--- config.mk ---
export PLATFORM = sky130hd
export DESIGN_NAME = playfair_digraph_encrypt_core_flat
export DESIGN_NICKNAME = d
export VERILOG_FILES = /design/src/design/pfd_pkg.sv /design/src/design/pfd_in_if.sv /design/src/design/pfd_out_if.sv /design/src/design/pfd_cfg_if.sv /design/src/design/pfd_locate.sv /design/src/design/pfd_pair_cipher.sv /design/src/design/playfair_digraph_encrypt_core.sv /design/src/flat_wrapper.sv
export SDC_FILE = /design/constraint.sdc
export NUM_CORES = 1
export LEC_CHECK = 0
export BUFFER_PORTS_ARGS = -buffer_cell sky130_fd_sc_hd__buf_4
export CORE_MARGIN = 1
export CORE_UTILIZATION = 54
export DETAILED_ROUTE_END_ITERATION = 7
export PLACE_DENSITY = 0.72
export SLEW_MARGIN = 40
export SYNTH_ARGS = -nofsm -noshare
export SYNTH_HDL_FRONTEND = slang
export SYNTH_HIERARCHICAL = 1
export SYNTH_SLANG_ARGS = --single-unit
--- constraint.sdc ---
create_clock -name clk -period 14.6 [get_ports clk]
set_input_delay 1.46 -clock clk [delete_from_list [all_inputs] [get_ports clk]]
set_output_delay 1.46 -clock clk [all_outputs]
set_load 0.02 [all_outputs]
--- src/design/pfd_pkg.sv ---
// ----------------------------------------------------------------------------
// pfd_pkg
// Shared types, constants and helpers for the Playfair digraph encryptor.
// ----------------------------------------------------------------------------
package pfd_pkg;

  localparam int LETTER_W   = 5;
  localparam int SIDE       = 5;
  localparam int IDX_W      = 3;
  localparam int CFG_IDX_W  = 3;
  localparam int CFG_DATA_W = SIDE * LETTER_W;

  localparam logic [LETTER_W-1:0] LETTER_I = 5'd8;
  localparam logic [LETTER_W-1:0] LETTER_J = 5'd9;
  localparam logic [LETTER_W-1:0] LETTER_X = 5'd23;

  // register indexes below this one select a square row
  localparam logic [CFG_IDX_W-1:0] NUM_SQ_ROWS = CFG_IDX_W'(SIDE);

  typedef logic [LETTER_W-1:0] letter_t;
  typedef letter_t [SIDE-1:0]  row_t;
  typedef row_t [SIDE-1:0]     square_t;

  typedef struct packed {
    logic [IDX_W-1:0] row;
    logic [IDX_W-1:0] col;
  } pos_t;

  // one group of result words: last index, fault flag, two letters
  typedef struct packed {
    logic [1:0] last;
    logic       fault;
    letter_t    code0;
    letter_t    code1;
  } grp_t;

  // a b c d e / f g h i k / l m n o p / q r s t u / v w x y z
  localparam square_t SQUARE_RESET = {25'd27025109, 25'd21613104, 25'd16201099,
                                      25'd10755269, 25'd4294688};

  function automatic logic [IDX_W-1:0] pos_inc(input logic [IDX_W-1:0] v);
    return (v == IDX_W'(SIDE - 1)) ? '0 : v + 1'b1;
  endfunction

  function automatic letter_t cell_at(input square_t sq, input pos_t p);
    return sq[p.row][p.col];
  endfunction

endpackage

--- src/design/pfd_in_if.sv ---
// ----------------------------------------------------------------------------
// pfd_in_if
// Plaintext letter channel.
// ----------------------------------------------------------------------------
interface pfd_in_if;
  import pfd_pkg::*;

  logic    valid;
  logic    ready;
  letter_t plain_letter;
  logic    message_end;

  modport source (output valid, output plain_letter, output message_end, input ready);
  modport sink   (input valid, input plain_letter, input message_end, output ready);

endinterface

--- src/design/pfd_out_if.sv ---
// ----------------------------------------------------------------------------
// pfd_out_if
// Ciphertext result channel.
// ----------------------------------------------------------------------------
interface pfd_out_if;
  import pfd_pkg::*;

  logic    valid;
  logic    ready;
  letter_t cipher_letter;
  logic    repeated_x_fault;
  logic    run_last;

  modport source (output valid, output cipher_letter, output repeated_x_fault,
                  output run_last, input ready);
  modport sink   (input valid, input cipher_letter, input repeated_x_fault,
                  input run_last, output ready);

endinterface

--- src/design/pfd_cfg_if.sv ---
// ----------------------------------------------------------------------------
// pfd_cfg_if
// Configuration write channel for the key square rows.
// ----------------------------------------------------------------------------
interface pfd_cfg_if;
  import pfd_pkg::*;

  logic                  valid;
  logic                  ready;
  logic [CFG_IDX_W-1:0]  index;
  logic [CFG_DATA_W-1:0] data;

  modport source (output valid, output index, output data, input ready);
  modport sink   (input valid, input index, input data, output ready);

endinterface

--- src/design/pfd_locate.sv ---
// ----------------------------------------------------------------------------
// pfd_locate
// Finds the first square cell, row-major, holding a letter; cell 0 if none.
// ----------------------------------------------------------------------------
module pfd_locate (
  input  pfd_pkg::square_t square,
  input  pfd_pkg::letter_t letter,
  output pfd_pkg::pos_t    pos
);
  import pfd_pkg::*;

  // scan backwards so the earliest match is the one that sticks
  always_comb begin
    pos = '0;
    for (int r = SIDE - 1; r >= 0; r--) begin
      for (int c = SIDE - 1; c >= 0; c--) begin
        if (square[r][c] == letter) begin
          pos.row = IDX_W'(r);
          pos.col = IDX_W'(c);
        end
      end
    end
  end

endmodule

--- src/design/pfd_pair_cipher.sv ---
// ----------------------------------------------------------------------------
// pfd_pair_cipher
// Encrypts one digraph given the square positions of its two letters.
// ----------------------------------------------------------------------------
module pfd_pair_cipher (
  input  pfd_pkg::square_t square,
  input  pfd_pkg::pos_t    pos_a,
  input  pfd_pkg::pos_t    pos_b,
  output pfd_pkg::letter_t code_a,
  output pfd_pkg::letter_t code_b
);
  import pfd_pkg::*;

  pos_t qa;
  pos_t qb;

  always_comb begin
    qa = pos_a;
    qb = pos_b;
    priority if (pos_a.row == pos_b.row) begin
      qa.col = pos_inc(pos_a.col);
      qb.col = pos_inc(pos_b.col);
    end else if (pos_a.col == pos_b.col) begin
      qa.row = pos_inc(pos_a.row);
      qb.row = pos_inc(pos_b.row);
    end else begin
      qa.col = pos_b.col;
      qb.col = pos_a.col;
    end
  end

  assign code_a = cell_at(square, qa);
  assign code_b = cell_at(square, qb);

endmodule

--- src/design/playfair_digraph_encrypt_core.sv ---
// ----------------------------------------------------------------------------
// playfair_digraph_encrypt_core
// Playfair encryptor: pairs plaintext letters, splits doubles and pads with x.
// A letter is registered in the input register on acceptance; its result words
// are loaded into the result group register when the pairing step takes it.
// The core takes one letter per cycle; letters that give no word never wait,
// and one that gives words waits while an earlier group of words drains.
// Reset: square returns to the alphabetic key square, pairing state clears.
// ----------------------------------------------------------------------------
module playfair_digraph_encrypt_core (
  input  logic clk,
  input  logic rst,
  pfd_in_if.sink    letters,
  pfd_out_if.source cipher,
  pfd_cfg_if.sink   cfg
);
  import pfd_pkg::*;

  square_t    square;

  logic       in_valid;
  letter_t    in_letter;
  logic       in_end;

  letter_t    held_letter;
  letter_t    held_letter_next;
  logic       held_valid;
  logic       held_valid_next;
  logic       aborted;
  logic       aborted_next;

  logic       grp_valid;
  grp_t       grp;
  grp_t       grp_next;
  logic [1:0] grp_idx;
  logic       emit;

  pos_t       held_pos;
  pos_t       new_pos;
  pos_t       x_pos;
  pos_t       pad_pos;
  letter_t    pair_a;
  letter_t    pair_b;
  letter_t    pad_a;
  letter_t    pad_b;
  logic       pad_fault;

  logic       out_take;
  logic       grp_done;
  logic       step;

  // config
  assign cfg.ready = 1'b1;

  always_ff @(posedge clk) begin
    if (rst) begin
      square <= SQUARE_RESET;
    end else if (cfg.valid && (cfg.index < NUM_SQ_ROWS)) begin
      square[cfg.index] <= cfg.data;
    end
  end

  // handshake
  assign out_take      = grp_valid && cipher.ready;
  assign grp_done      = out_take && (grp_idx == grp.last);
  assign step          = in_valid && (!emit || !grp_valid || grp_done);
  assign letters.ready = !in_valid || step;

  // input register, j folded onto i
  always_ff @(posedge clk) begin
    if (rst) begin
      in_valid <= 1'b0;
    end else if (letters.valid && letters.ready) begin
      in_valid <= 1'b1;
    end else if (step) begin
      in_valid <= 1'b0;
    end
  end

  always_ff @(posedge clk) begin
    if (letters.valid && letters.ready) begin
      in_letter <= (letters.plain_letter == LETTER_J) ? LETTER_I : letters.plain_letter;
      in_end    <= letters.message_end;
    end
  end

  // square lookups
  pfd_locate u_loc_held (.square(square), .letter(held_letter), .pos(held_pos));
  pfd_locate u_loc_new  (.square(square), .letter(in_letter),   .pos(new_pos));
  pfd_locate u_loc_x    (.square(square), .letter(LETTER_X),    .pos(x_pos));

  assign pad_pos   = held_valid ? held_pos : new_pos;
  assign pad_fault = (pad_pos == x_pos);

  pfd_pair_cipher u_pair (
    .square(square), .pos_a(held_pos), .pos_b(new_pos), .code_a(pair_a), .code_b(pair_b)
  );

  pfd_pair_cipher u_pad (
    .square(square), .pos_a(pad_pos), .pos_b(x_pos), .code_a(pad_a), .code_b(pad_b)
  );

  // pairing decision
  always_comb begin
    held_letter_next = held_letter;
    held_valid_next  = held_valid;
    aborted_next     = aborted;
    emit             = 1'b0;
    grp_next         = '{last: 2'd1, fault: 1'b0, code0: pad_a, code1: pad_b};
    priority if (aborted) begin
      if (in_end) begin
        aborted_next    = 1'b0;
        held_valid_next = 1'b0;
      end
    end else if (!held_valid) begin
      if (!in_end) begin
        held_letter_next = in_letter;
        held_valid_next  = 1'b1;
      end else begin
        emit = 1'b1;
        if (pad_fault) begin
          grp_next = '{last: 2'd0, fault: 1'b1, code0: '0, code1: '0};
        end
      end
    end else if (held_pos != new_pos) begin
      emit            = 1'b1;
      held_valid_next = 1'b0;
      grp_next        = '{last: 2'd1, fault: 1'b0, code0: pair_a, code1: pair_b};
    end else if (pad_fault) begin
      emit            = 1'b1;
      held_valid_next = 1'b0;
      aborted_next    = !in_end;
      grp_next        = '{last: 2'd0, fault: 1'b1, code0: '0, code1: '0};
    end else begin
      // double letter: pad the held one; at message end the new one pads identically
      emit             = 1'b1;
      held_letter_next = in_letter;
      held_valid_next  = !in_end;
      if (in_end) begin
        grp_next.last = 2'd3;
      end
    end
  end

  always_ff @(posedge clk) begin
    if (rst) begin
      held_letter <= '0;
      held_valid  <= 1'b0;
      aborted     <= 1'b0;
    end else if (step) begin
      held_letter <= held_letter_next;
      held_valid  <= held_valid_next;
      aborted     <= aborted_next;
    end
  end

  // result group register
  always_ff @(posedge clk) begin
    if (rst) begin
      grp_valid <= 1'b0;
      grp_idx   <= '0;
    end else if (step && emit) begin
      grp_valid <= 1'b1;
      grp_idx   <= '0;
    end else if (grp_done) begin
      grp_valid <= 1'b0;
    end else if (out_take) begin
      grp_idx <= grp_idx + 1'b1;
    end
  end

  always_ff @(posedge clk) begin
    if (step && emit) begin
      grp <= grp_next;
    end
  end

  assign cipher.valid            = grp_valid;
  assign cipher.cipher_letter    = grp_idx[0] ? grp.code1 : grp.code0;
  assign cipher.repeated_x_fault = grp.fault;
  assign cipher.run_last         = (grp_idx == grp.last);

endmodule

--- src/flat_wrapper.sv ---
// flat-port wrapper written by rule: the top's interface ports become plain ports
module playfair_digraph_encrypt_core_flat import pfd_pkg::*;
  (clk, rst, letters_valid, letters_plain_letter, letters_message_end, letters_ready, cipher_valid, cipher_cipher_letter, cipher_repeated_x_fault, cipher_run_last, cipher_ready, cfg_valid, cfg_index, cfg_data, cfg_ready);
  pfd_in_if letters_i ();
  pfd_out_if cipher_i ();
  pfd_cfg_if cfg_i ();
  input  logic clk;
  input  logic rst;
  input wire logic [$bits(letters_i.valid)-1:0] letters_valid;
  input wire logic [$bits(letters_i.plain_letter)-1:0] letters_plain_letter;
  input wire logic [$bits(letters_i.message_end)-1:0] letters_message_end;
  output wire logic [$bits(letters_i.ready)-1:0] letters_ready;
  output wire logic [$bits(cipher_i.valid)-1:0] cipher_valid;
  output wire logic [$bits(cipher_i.cipher_letter)-1:0] cipher_cipher_letter;
  output wire logic [$bits(cipher_i.repeated_x_fault)-1:0] cipher_repeated_x_fault;
  output wire logic [$bits(cipher_i.run_last)-1:0] cipher_run_last;
  input wire logic [$bits(cipher_i.ready)-1:0] cipher_ready;
  input wire logic [$bits(cfg_i.valid)-1:0] cfg_valid;
  input wire logic [$bits(cfg_i.index)-1:0] cfg_index;
  input wire logic [$bits(cfg_i.data)-1:0] cfg_data;
  output wire logic [$bits(cfg_i.ready)-1:0] cfg_ready;
  assign letters_i.valid = letters_valid;
  assign letters_i.plain_letter = letters_plain_letter;
  assign letters_i.message_end = letters_message_end;
  assign letters_ready = letters_i.ready;
  assign cipher_valid = cipher_i.valid;
  assign cipher_cipher_letter = cipher_i.cipher_letter;
  assign cipher_repeated_x_fault = cipher_i.repeated_x_fault;
  assign cipher_run_last = cipher_i.run_last;
  assign cipher_i.ready = cipher_ready;
  assign cfg_i.valid = cfg_valid;
  assign cfg_i.index = cfg_index;
  assign cfg_i.data = cfg_data;
  assign cfg_ready = cfg_i.ready;
  playfair_digraph_encrypt_core u_core (.clk(clk), .rst(rst), .letters(letters_i), .cipher(cipher_i), .cfg(cfg_i));
endmodule
---- After elaboration in Yosys (flattened, before gate mapping) ----
Index checks and enable logic that the tools add are counted.
word-level totals
  register bits after elaboration ......... 155
  word-level logic and storage cells ...... 323
  output and inout port bits .............. 10
operators by class
  bitwise operators ....................... 2
  order comparisons ....................... 11
  reduce and logical (&&, ||, !) cells .... 20
  eq/ne operators ......................... 95
  add/subtract/negate cells ............... 9
  mux-type cells .......................... 149
operator list
  operator                                                              number
  6-bit 2-to-1 mux                                                      76
  25-bit binary-select mux with 3-bit select                            4
  5-bit == test                                                         50
  125-bit bitwise mux                                                   1
  5-bit == test, second input constant                                  25
  25-bit 2-to-1 mux                                                     5
  25-bit demux with 3-bit select                                        1
  3-bit 2-to-1 mux                                                      24
  5-bit binary-select mux with 3-bit select                             4
  5-bit 2-to-1 mux                                                      9
  13-bit 2-to-1 mux                                                     3
  3-bit by 4-bit < comparator with 1-bit output, second input constant  9
  3-bit by 1-bit adder with 3-bit output, second input constant         8
  3-bit == test, second input constant                                  8
  1-bit 2-to-1 mux                                                      17
  3-bit == test                                                         4
  12-bit 2-to-1 mux                                                     1
  11-bit 2-to-1 mux                                                     1
  10-bit 2-to-1 mux                                                     1
  1-bit logical AND                                                     7
  6-bit == test                                                         1
  2-bit != test, second input constant                                  3
  6-bit != test                                                         1
  5-bit by 4-bit == test with 1-bit output, second input constant       1
  13 further kinds                                                      22

---- Logic depth before layout (Yosys ltp) ----
  word-level depth ........................ 39
  gate-level depth with buffers ........... 23

---- Hierarchy ----
Netlist, hierarchy kept.
by module, submodules not included
  module                         times used  seq. area each (um2)  cells each  area each (um2)
  pfd_pair_cipher                2           0.0                   336         2957.8
  playfair_digraph_encrypt_core  1           3293.2                696         5870.6
  pfd_locate                     3           0.0                   240         1950.6

---- Least setup slack after synthesis ----
Ideal clock, no wire load.
  kind .................................... register -> register
  start point ............................. register u_core.in_letter[3]
  end point ............................... register u_core/grp[7] (netlist name), data pin
  stages on the path, launching flop included .. 21
  arrival ................................. 4.403 ns
  buffers on the path ..................... 5
  required time ........................... 14.344 ns
  setup slack ............................. 9.941 ns
  cells stage by stage .................... edfxtp_1 > buf_6 > buf_12 > buf_12 > xor2_1 > nor3_1 > nand3_1 > nand4_1 > o21ai_2 > a311oi_2 > mux2i_1 > inv_1 > xor2_1 > nor3_2 > buf_6 > mux2i_4 > clkbuf_1 > mux4_2 > a22oi_1 > nand3_1 > a22o_1
RTL lines
  what                      line                                  source
  start: declaration        playfair_digraph_encrypt_core.sv:22   letter_t in_letter;
  start signal: assignment  playfair_digraph_encrypt_core.sv:82   in_letter <= (letters.plain_letter == LETTER_J) ? LETTER_I : letters.plain_letter;
  end signal: assignment    playfair_digraph_encrypt_core.sv:174  grp <= grp_next;
  end: declaration          playfair_digraph_encrypt_core.sv:33   grp_t grp;

==> out/results.ini <==
[placement]
pre_cts_ws_ps=8470
hpwl_um=57000
place_congestion=1.19
io_buffer_count=47
dpl_cell_area_um2=17900

[synthesis]
syn_area_per_cell_um2=8.45
yosys.area.top_type_share=0.154
yosysWarningCount=6
synthArstFlopShare=0
synthTopCellsByCount=nand2_1 (296), xor2_1 (213), xnor2_1 (190)
synth_cell_types=77
synth_largest_area_cell=dfxtp_1
synthTopCellsByArea=dfxtp_1 (15%), xor2_1 (11%), xnor2_1 (9.4%), mux2i_1 (7.7%), nand2_1 (6.3%)
syn_inst=2088
synthFlopType=dfxtp_1
ys_ff_latch=155
synth_edf_count=19
post_synth_instance_area_um2=17600
synth_most_common_cell=nand2_1
yosysSeqAreaShare=0.187

[global_route]
grt_max_degree=76
antenna_found_initial=3
grt_pass1_vias=16497
grt_pass1_wl_um=114000
grtUsageTotal=0.481
overflow=0

[worst_setup_path]
crit_buf_inv=3
endpoint_kind=flop
rr_worst_depth=20
cp_max_fo=23
cp_num_cells=20
worst_path_largest_cell_delay_ps=780
critPathArrivalTime_ps=6550
cp_top_family=multiplexers
start_kind=flop
worstSetupPathType=flop to flop
worstPathCellList=buf_4 -> xor2_1 -> nor3_1 -> nand3_1 -> nand4_1 -> and2b_1 -> o21ai_2 -> a311oi_2 -> mux2i_1 -> inv_1 -> xor2_1 -> nor3_2 -> buf_4 -> mux2_4 -> mux2i_1 -> mux2i_1 -> mux2i_1 -> a2bb2oi_1 -> o221ai_1 -> a22o_1
critPathSlowestCell=dfxtp_1
worst_path_most_repeated_cell=mux2i_1
crit_required_ps=14910

[clock_network]
ctsHoldBuffers=0
clock_latency_ps=450
root_buffer=clkbuf_16
clkSlewWorstSetupHoldPaths_ps=70
h-tree-depth=4
post_cts_buffers=0
cts_tree=built
clockBufferDepth=2
cts_resized=0
cts_buffers=17
clock_sinks=155

[detailed_routing]
vias=17877
drc=0
dr.pass1.iters=8
routed_wl_um=81200
vias_per_cell=7.04
drt-wirelength-per-cell_um=32.0
drtIter0Drc=3104
ant_nets=0

[die]
die_area_um2=33400
core_area_um2=31900
die_h_um=183
top_level_ports=49
initial_core_util=0.553
num_rows=65
die_x_um=183

[pwr]
leakagePower_nw=7.16
powerDensity_nw_per_um2=134
ir_drop_uv=105
p_total_mw=2.49

[cells_and_area]
drive_above_1_share=0.160
insertedDiodeCount=0
syn_to_final_growth_pct=5.19
postLayoutCellArea_um2=18600
fin_util=0.582
fin_nets=2148

[timing]
worst_pin_slew_ps=969
skew_ps=9.43
timing.fmax_mhz=160
setup_viol=0
rsz0062_at_grt=no
slew_violations=0
finalWorstSetupSlack_ps=8360
hold_viol_final=0
period_needed_ps=6240
maxSlewHeadroom=0.353
finalSetupTns_ps=0
finalCritPeriodShare=0.427

[min_path]
hold_depth=2
hp-class=flop to flop

[flow_run]
maxCapViolations=0

[outcome]
outcome=completed

cells by family (layout without fill, tap and decap cells):
group           after synthesis  after routing  synth area share
flops                       155            155             0.187
buf+inv                     186            200            0.0812
other cells                   2              6          0.000426
simple gates                717            717             0.206
xor+xnor                    403            403             0.200
compound gates              393            393             0.158
fa+ha+maj                    16             16            0.0113
mux                         216            216             0.156
registers in the layout, indices dropped and copies added, names as in the netlist, 2 cells and up:
register	cells
u_core/in_letter	5
u_core/grp	12
u_core/held_letter	5
u_core/square	125
u_core/grp_idx	2
worst register-to-register path, cell delays in order, from the launching register on:
cell and delay, ps:
dfxtp_1 780, buf_4 400, xor2_1 200, nor3_1 80, nand3_1 180, nand4_1 190, and2b_1 260, o21ai_2 60
a311oi_2 640, mux2i_1 270, inv_1 230, xor2_1 120, nor3_2 180, buf_4 260, mux2_4 500, mux2i_1 240
mux2i_1 750, mux2i_1 210, a2bb2oi_1 200, o221ai_1 210, a22o_1 160
final cells by class:
cell class	instances	area, µm²
clock buffers	17	425
clock inverters	15	158
fillers	2939	13300
inverters	45	169
multi-input cells	1751	13000
flip-flops and latches	155	3300
well taps	435	544
repair buffers	123	958
path summary, 6_finish.rpt:
check | startpoint | endpoint | slack, ps
setup / recovery | u_core/held_letter[4]$_SDFFE_PP0P_ | u_core/grp[4]$_DFFE_PP_ | 8360
hold / removal | u_core/square[15]$_SDFFE_PP1P_ | u_core/square[15]$_SDFFE_PP1P_ | 490
setup reg to reg | u_core/held_letter[4]$_SDFFE_PP0P_ | u_core/grp[4]$_DFFE_PP_ | 8360
hold reg to reg | u_core/square[15]$_SDFFE_PP1P_ | u_core/square[15]$_SDFFE_PP1P_ | 490
power breakdown:
part           total, mW  internal [mW]  switching [mW]
Clock              0.450          0.241           0.209
Sequential         0.508          0.460          0.0487
Combinational       1.53          0.634           0.900
per-stage QoR:
stage	hold slack, ps	instances
5_1_grt	516	2541
2_1_floorplan	435	2092
4_1_cts	484	2540
6_report	485	2541
3_5_place_dp	469	2508
3_3_place_gp	451	2503
per-layer routing:
| layer | up-vias | global-route usage | part of all wire |
|---|---|---|---|
| met5 | - | 0.0133 | 0.00095 |
| met4 | 7 | 0.359 | 0.093 |
| li1 | 7463 | - | - |
| met2 | 1524 | 0.657 | 0.38 |
| met1 | 8440 | 0.579 | 0.36 |
| met3 | 443 | 0.230 | 0.17 |
cells in the final DEF, fill, tap and decap left out, types with 7 or more instances in the layout:
cell type and n:
a211o_1 11, a211oi_1 41, a21oi_1 111, a221oi_1 8, a22o_1 18, a22oi_1 28, a2bb2oi_1 8, a31oi_1 8
buf_4 118, clkbuf_16 17, dfxtp_1 133, edfxtp_1 19, ha_1 16, inv_1 44, mux2_2 33, mux2i_1 134
mux4_2 40, nand2_1 292, nand2b_1 18, nand3_1 153, nand4_1 11, nor2_1 59, nor2b_1 10, nor3_1 65
nor3_2 31, nor3b_2 13, o2111ai_1 9, o211ai_1 22, o21ai_0 51, o21ai_1 9, o21ai_2 7, o221ai_1 9
o2bb2ai_1 10, o32a_1 10, xnor2_1 190, xor2_1 213
Power figures use the tool's default switching activity.
